===== src/hw/rtl/npcs_pkg.sv =====
// Shared types and constants for the nearest palette color search block.
package npcs_pkg;

  // Palette size: one cell per entry
  localparam int NPCS_DEPTH = 256;
  localparam int IDX_W      = $clog2(NPCS_DEPTH);
  localparam int CNT_W      = 9;
  localparam int CHAN_W     = 8;
  // 4 * 255 * 255 = 260100 fits in 18 bits
  localparam int DIST_W     = 18;

  localparam logic [7:0] EMPTY_INDEX = 8'hFF;

  typedef enum logic {
    ACT_WRITE    = 1'b0,
    ACT_CLASSIFY = 1'b1
  } act_e;

  // Word travelling down the cell chain
  typedef struct packed {
    act_e                action;
    logic [7:0]          slot;
    logic [CHAN_W-1:0]   red;
    logic [CHAN_W-1:0]   green;
    logic [CHAN_W-1:0]   blue;
    logic [CHAN_W-1:0]   alpha;
    logic [DIST_W-1:0]   best;
    logic [IDX_W-1:0]    idx;
    logic                has;
  } token_t;

endpackage


===== src/hw/rtl/npcs_cell.sv =====
// One chain cell: holds a palette entry and updates the running best match.
module npcs_cell (
  input  logic                    clk,
  input  logic                    rst_n,
  input  logic                    advance,
  input  logic [npcs_pkg::IDX_W-1:0] cell_idx,
  input  logic [npcs_pkg::CNT_W-1:0] count,
  input  logic                    valid_i,
  input  npcs_pkg::token_t        token_i,
  output logic                    valid_o,
  output npcs_pkg::token_t        token_o
);
  import npcs_pkg::*;

  logic [31:0]         entry_r;
  logic                valid_r;
  token_t              token_r;
  token_t              token_nxt;
  logic                hit_write;
  logic                in_use;
  logic                take;
  logic [DIST_W-1:0]   dist_sum;

  function automatic logic [2*CHAN_W-1:0] sq_diff(input logic [CHAN_W-1:0] a,
                                                  input logic [CHAN_W-1:0] b);
    logic [CHAN_W-1:0] d;
    d = (a > b) ? (a - b) : (b - a);
    return d * d;
  endfunction

  // Entry layout: red 7..0, green 15..8, blue 23..16, alpha 31..24
  always_comb begin
    dist_sum = DIST_W'(sq_diff(token_i.red,   entry_r[7:0]))
             + DIST_W'(sq_diff(token_i.green, entry_r[15:8]))
             + DIST_W'(sq_diff(token_i.blue,  entry_r[23:16]))
             + DIST_W'(sq_diff(token_i.alpha, entry_r[31:24]));
  end

  assign hit_write = valid_i && (token_i.action == ACT_WRITE)
                   && (token_i.slot == 8'(cell_idx));
  assign in_use    = ({1'b0, cell_idx} < count);
  // strict less-than: lower index keeps ties
  assign take      = valid_i && (token_i.action == ACT_CLASSIFY) && in_use
                   && (!token_i.has || (dist_sum < token_i.best));

  always_comb begin
    token_nxt = token_i;
    if (take) begin
      token_nxt.best = dist_sum;
      token_nxt.idx  = cell_idx;
      token_nxt.has  = 1'b1;
    end
  end

  // Palette entry storage, no reset
  always_ff @(posedge clk) begin
    if (advance && hit_write) begin
      entry_r <= {token_i.alpha, token_i.blue, token_i.green, token_i.red};
    end
  end

  // Hand the word to the next cell
  always_ff @(posedge clk) begin
    if (!rst_n) begin
      valid_r <= 1'b0;
    end else if (advance) begin
      valid_r <= valid_i;
    end
  end

  always_ff @(posedge clk) begin
    if (advance) begin
      token_r <= token_nxt;
    end
  end

  assign valid_o = valid_r;
  assign token_o = token_r;

endmodule

===== config.mk =====
export PLATFORM = sky130hd
export DESIGN_NAME = npcs_cell
export DESIGN_NICKNAME = d
export VERILOG_FILES = /design/src/hw/rtl/npcs_pkg.sv /design/src/hw/rtl/npcs_cell.sv
export SDC_FILE = /design/constraint.sdc
export NUM_CORES = 1
export LEC_CHECK = 0
export BUFFER_PORTS_ARGS = -buffer_cell sky130_fd_sc_hd__buf_2
export CORE_MARGIN = 2
export CORE_UTILIZATION = 50
export CTS_BUF_LIST = sky130_fd_sc_hd__clkbuf_4 sky130_fd_sc_hd__clkbuf_8 sky130_fd_sc_hd__clkbuf_16
export CTS_CLUSTER_SIZE = 30
export DETAILED_ROUTE_END_ITERATION = 12
export GPL_ROUTABILITY_DRIVEN = 0
export PLACE_DENSITY = 0.8
export SYNTH_ARGS = -nofsm -noshare
export SYNTH_HDL_FRONTEND = slang
export SYNTH_SLANG_ARGS = --single-unit

===== constraint.sdc =====
create_clock -name clk -period 17.6 [get_ports clk]
set_input_delay 0 -clock clk [delete_from_list [all_inputs] [get_ports clk]]
set_output_delay 0 -clock clk [all_outputs]
set_load 0.005 [all_outputs]

# After elaboration in Yosys (flattened, before gate mapping)
# Cells that the tools add are included.
[totals] wordCells=47 input_bits=89 register_bits=101 output_inout_bits=69
[classes] bitwise_logic=1 mux=5 eq_ne=1 order_cmp=6 addsub=11 n_mul=4 n_reduce_logical=8
[op_table] op="8-bit by 8-bit multiplier with 16-bit output" n=4
[op_table] op="8-bit subtractor" n=8
[op_table] op="8-bit greater-than comparator" n=4
[op_table] op="8-bit two-way mux" n=4
[op_table] op="27-bit two-way mux" n=1
[op_table] op="17-bit by 16-bit adder with 18-bit output" n=1
[op_table] op="18-bit by 16-bit adder with 18-bit output" n=1
[op_table] op="18-bit < comparator" n=1
[op_table] op="16-bit by 16-bit adder with 17-bit output" n=1
[op_table] op="8-bit by 9-bit < comparator with 1-bit output" n=1
[op_table] op="8-bit == test" n=1
[op_table] op="1-bit logical AND" n=6
[op_table] op="1-bit zero test" n=1
[op_table] op="1-bit logical OR" n=1
[op_table] op="1-bit inverter" n=1

# Logic depth before layout (Yosys ltp)
[logic_depth] depth_word=10 ltp_mapped=44 mapped_depth_nobuf=42

# Worst setup path before layout
# Ideal clock, no wire load.
[synth_path] path_type="flip-flop to flip-flop" from="register entry_r[16]" to="register token_r (netlist bit token_o[17]), data pin" synth_period_minus_slack_ps=9851 path_buffers=3 slack_ps=7749 arrival_ps=9591 stages_incl_launch_ff=40 path_cell_list="edfxtp_1 ha_1 inv_1 fa_1 a21o_2 a221oi_2 o21ai_1 nand2b_1 buf_6 mux2i_1 xnor2_1 clkbuf_1 nand2b_1 fa_1 fa_1 fa_1 inv_1 fa_1 (+4 left out) fa_1 inv_1 ha_1 a21oi_1 o21bai_1 o21ai_0 o211ai_1 nand2_1 o211ai_1 ha_1 nand4_1 nor2_1 a31oi_1 o211ai_1 nand2_1 nand3_1 clkbuf_1 mux2_2"
[synth_lines] element="start: declaration" line="npcs_cell.sv:15" rtl="logic [31:0] entry_r;"
[synth_lines] element="start signal: assignment" line="npcs_cell.sv:58" rtl="entry_r <= {token_i.alpha, token_i.blue, token_i.green, token_i.red};"
[synth_lines] element="end signal: assignment" line="npcs_cell.sv:73" rtl="token_r <= token_nxt;"
[synth_lines] element="end: declaration" line="npcs_cell.sv:17" rtl="token_t token_r;"

==> flow_metrics.env <==
export IMPL_ctsLongestPathBuffers=2
export IMPL_rsz0062_at_grt="no"
export IMPL_fp_dieW_um=170.3
export IMPL_wl_per_cell_um=15.63
export IMPL_grtUsageTotal_pct=22.13
export IMPL_hold_path_class="input port to flip-flop"
export IMPL_slowest_delay_ns=0.77
export IMPL_syn_area_per_cell_um2=10.13
export IMPL_r2r_end="token_o[8]"
export IMPL_status="finished, final reports clean"
export IMPL_fin_crit_sh_pct=68.99
export IMPL_synth_compound_area_share_pct=7.669
export IMPL_grt_pass1_vias=10860
export IMPL_ys_types=54
export IMPL_synth_xor_area_share_pct=3.409
export IMPL_vias=10200
export IMPL_fin_tns_setup_ns=0
export IMPL_final_common_cell="inv_1"
export IMPL_cts_root_buf="clkbuf_16"
export IMPL_tightestPinTransition_ns=0.9806
export IMPL_firstDrtPassIters=5
export IMPL_hold_start="advance"
export IMPL_pin_count=158
export IMPL_synthTopCellsByArea="fa_1 (27%), edfxtp_1 (22%), ha_1 (17%)"
export IMPL_slew_headroom_pct=34.15
export IMPL_dieArea_mm2=0.02902
export IMPL_cts_tree="built"
export IMPL_final_cell_mix="inv_1 (363), fa_1 (190), ha_1 (187)"
export IMPL_timing_hold_ws_ns=0.1093
export IMPL_yosysTopAreaCell="fa_1"
export IMPL_yosys_area_share_adder_pct=44.40
export IMPL_finalHoldViolCount=0
export IMPL_synth_async_reset_ratio_pct=0
export IMPL_setup_viol=0
export IMPL_max_cap_violations=0
export IMPL_min_path_cells=1
export IMPL_syn_area_mm2=0.01384
export IMPL_clk_latency_ns=0.37
export IMPL_grt_max_degree=41
export IMPL_critPathKind="input port to flip-flop"
export IMPL_antenna_cells=0
export IMPL_synth_mux_area_share_pct=3.708
export IMPL_path_clk_slew_ns=0.08
export IMPL_drv_slew=0
export IMPL_critPathArrivalTime_ns=12.27
export IMPL_dp_hpwl_um=23660
export IMPL_yosysSeqAreaShare_pct=21.85
export IMPL_io_buffers=157
export IMPL_critPathCaptureType="flip-flop"
export IMPL_drtIter0Drc=626
export IMPL_drive_gt1_share_pct=14.25
export IMPL_critPathMaxFanout=14
export IMPL_post_route_min_period_ns=12.14
export IMPL_route_detailed_drc=0
export IMPL_finalNonFillerCells=1941
export IMPL_ys_flop_type="edfxtp_1"
export IMPL_grt_pass1_wl_um=50800
export IMPL_synth_top_family_by_area="adder cells"
export IMPL_rows=60
export IMPL_cts_sinks=101
export IMPL_numPlacedInstances=1847
export IMPL_clock_fmax_ghz=0.08236
export IMPL_nNetsFinal=2061
export IMPL_reg2regPathDepth=38
export IMPL_synth_edf_count=100
export IMPL_wl_um=30340
export IMPL_htreeDepth=3
export IMPL_cpMostUsedCell="fa_1"
export IMPL_avgViaCountPerCell=5.253
export IMPL_coreArea_mm2=0.02703
export IMPL_ys_warnings_count=0
export IMPL_synthSimpleGateAreaFrac_pct=8.166
export IMPL_synth_top_area_share_pct=27.49
export IMPL_n_fill_cell=2217
export IMPL_antenna_found_initial=0
export IMPL_holdPathEnd="token_o[27]"
export IMPL_ant_nets=0
export IMPL_area_growth_pct=16.13
export IMPL_cp_slowest_cell="xnor2_1"
export IMPL_skew_ns=0.009118
export IMPL_r2r_start="entry_r[24]"
export IMPL_reg2reg_slack_ns=5.47
export IMPL_critical_path_required_ns=17.73
export IMPL_ys_ff_latch=101
export IMPL_synth_cells=1366
export IMPL_initial_utilization_pct=51.19
export IMPL_die_height_um=170.3
export IMPL_post_cts_buffers=0
export IMPL_synth_nets=1832
export IMPL_overflow=0
export IMPL_start_kind="input port"
export IMPL_cts_buffers=9
## through the flow
stage | util, % | area [um^2] | setup WS [ns]
CTS | 59.45 | 16070 | 5.670
global route | 59.45 | 16070 | 4.949
finish | 59.45 | 16070 | 5.458
detailed placement | 55.45 | 14990 | 6.222
global placement | 55.45 | 14990 | 6.667
floorplan | - | 13840 | 7.749
## critical path: cells and delay by family
kind | cells | cell delay, ns
AO/OA/AOI/OAI | 12 | 2.53
XOR/XNOR | 1 | 0.77
multiplexers | 1 | 0.37
buffers and inverters | 9 | 1.87
adder cells (fa/ha/maj) | 12 | 5.38
AND/OR/NAND/NOR | 6 | 1.28
## repair_timing
item | CTS | global route
endpoints found under the setup margin | 0 | 0
endpoints found under the hold margin | 101 | 0
hold buffers | 78 | 0
gates resized for setup | 0 | 0
## per-layer routing
metal | GRT usage (%) | part of all wire (%)
met5 | 0 | 0
met4 | 8.658 | 3.5
met3 | 3.047 | 4.4
met2 | 38.62 | 51
met1 | 27.89 | 41
## registers in the layout (all words and copies together), names as in the netlist
name     count
token_o     68
entry_r     32
valid_o      1
## synth_stat cells, types with 4 or more instances
cell and number:
inv_1 363, nand2b_1 23, buf_2 11, xnor2_1 30, mux2i_1 22, nand4_1 13
a211oi_1 4, a21o_1 25, clkbuf_1 9, nor2b_1 10, xor2_1 22, mux2_2 26
or2_2 10, o21ai_0 16, and3_1 6, a221oi_1 6, nor3_1 7, edfxtp_1 100
o21bai_1 14, ha_1 187, nand3_1 5, a31oi_1 6, nand2_1 42, and2_1 8
nor2_1 100, fa_1 190, a21oi_1 57, o211ai_1 9
## logic make-up after synthesis
group / Yosys count
AND/OR/NAND/NOR: 237
flip-flops: 101
adder cells (fa/ha/maj): 377
AO/OA/AOI/OAI: 161
multiplexers: 48
XOR/XNOR: 53
buffers and inverters: 389
## worst max-delay path by stage
stage                           start          end  slack (ns)
after global placement    entry_r[24]  token_o[25]        6.67
after detailed placement  entry_r[24]  token_o[25]        6.22
after global routing      token_i[27]   token_o[3]        4.95
after CTS                 token_i[27]   token_o[3]        5.67
after floorplan           entry_r[16]  token_o[17]        7.75
final                     token_i[27]   token_o[8]        5.46
## final cells by class
| cell class | instances | area [um^2] | area share, % |
|---|---|---|---|
| Sequential cell | 101 | 3023 | 18.81 |
| Timing Repair Buffer | 242 | 1622 | 10.09 |
| Clock buffer | 9 | 225.2 | 1.402 |
| Inverter | 365 | 1370 | 8.527 |
| Multi-Input combinational cell | 876 | 9325 | 58.04 |
| Clock inverter | 7 | 76.32 | 0.4750 |
| Tap cell | 341 | 426.7 | 2.655 |
Power is left out: the tool's default activity adds up to more than one toggle a clock period on the data nets, which glitch-free logic cannot reach.
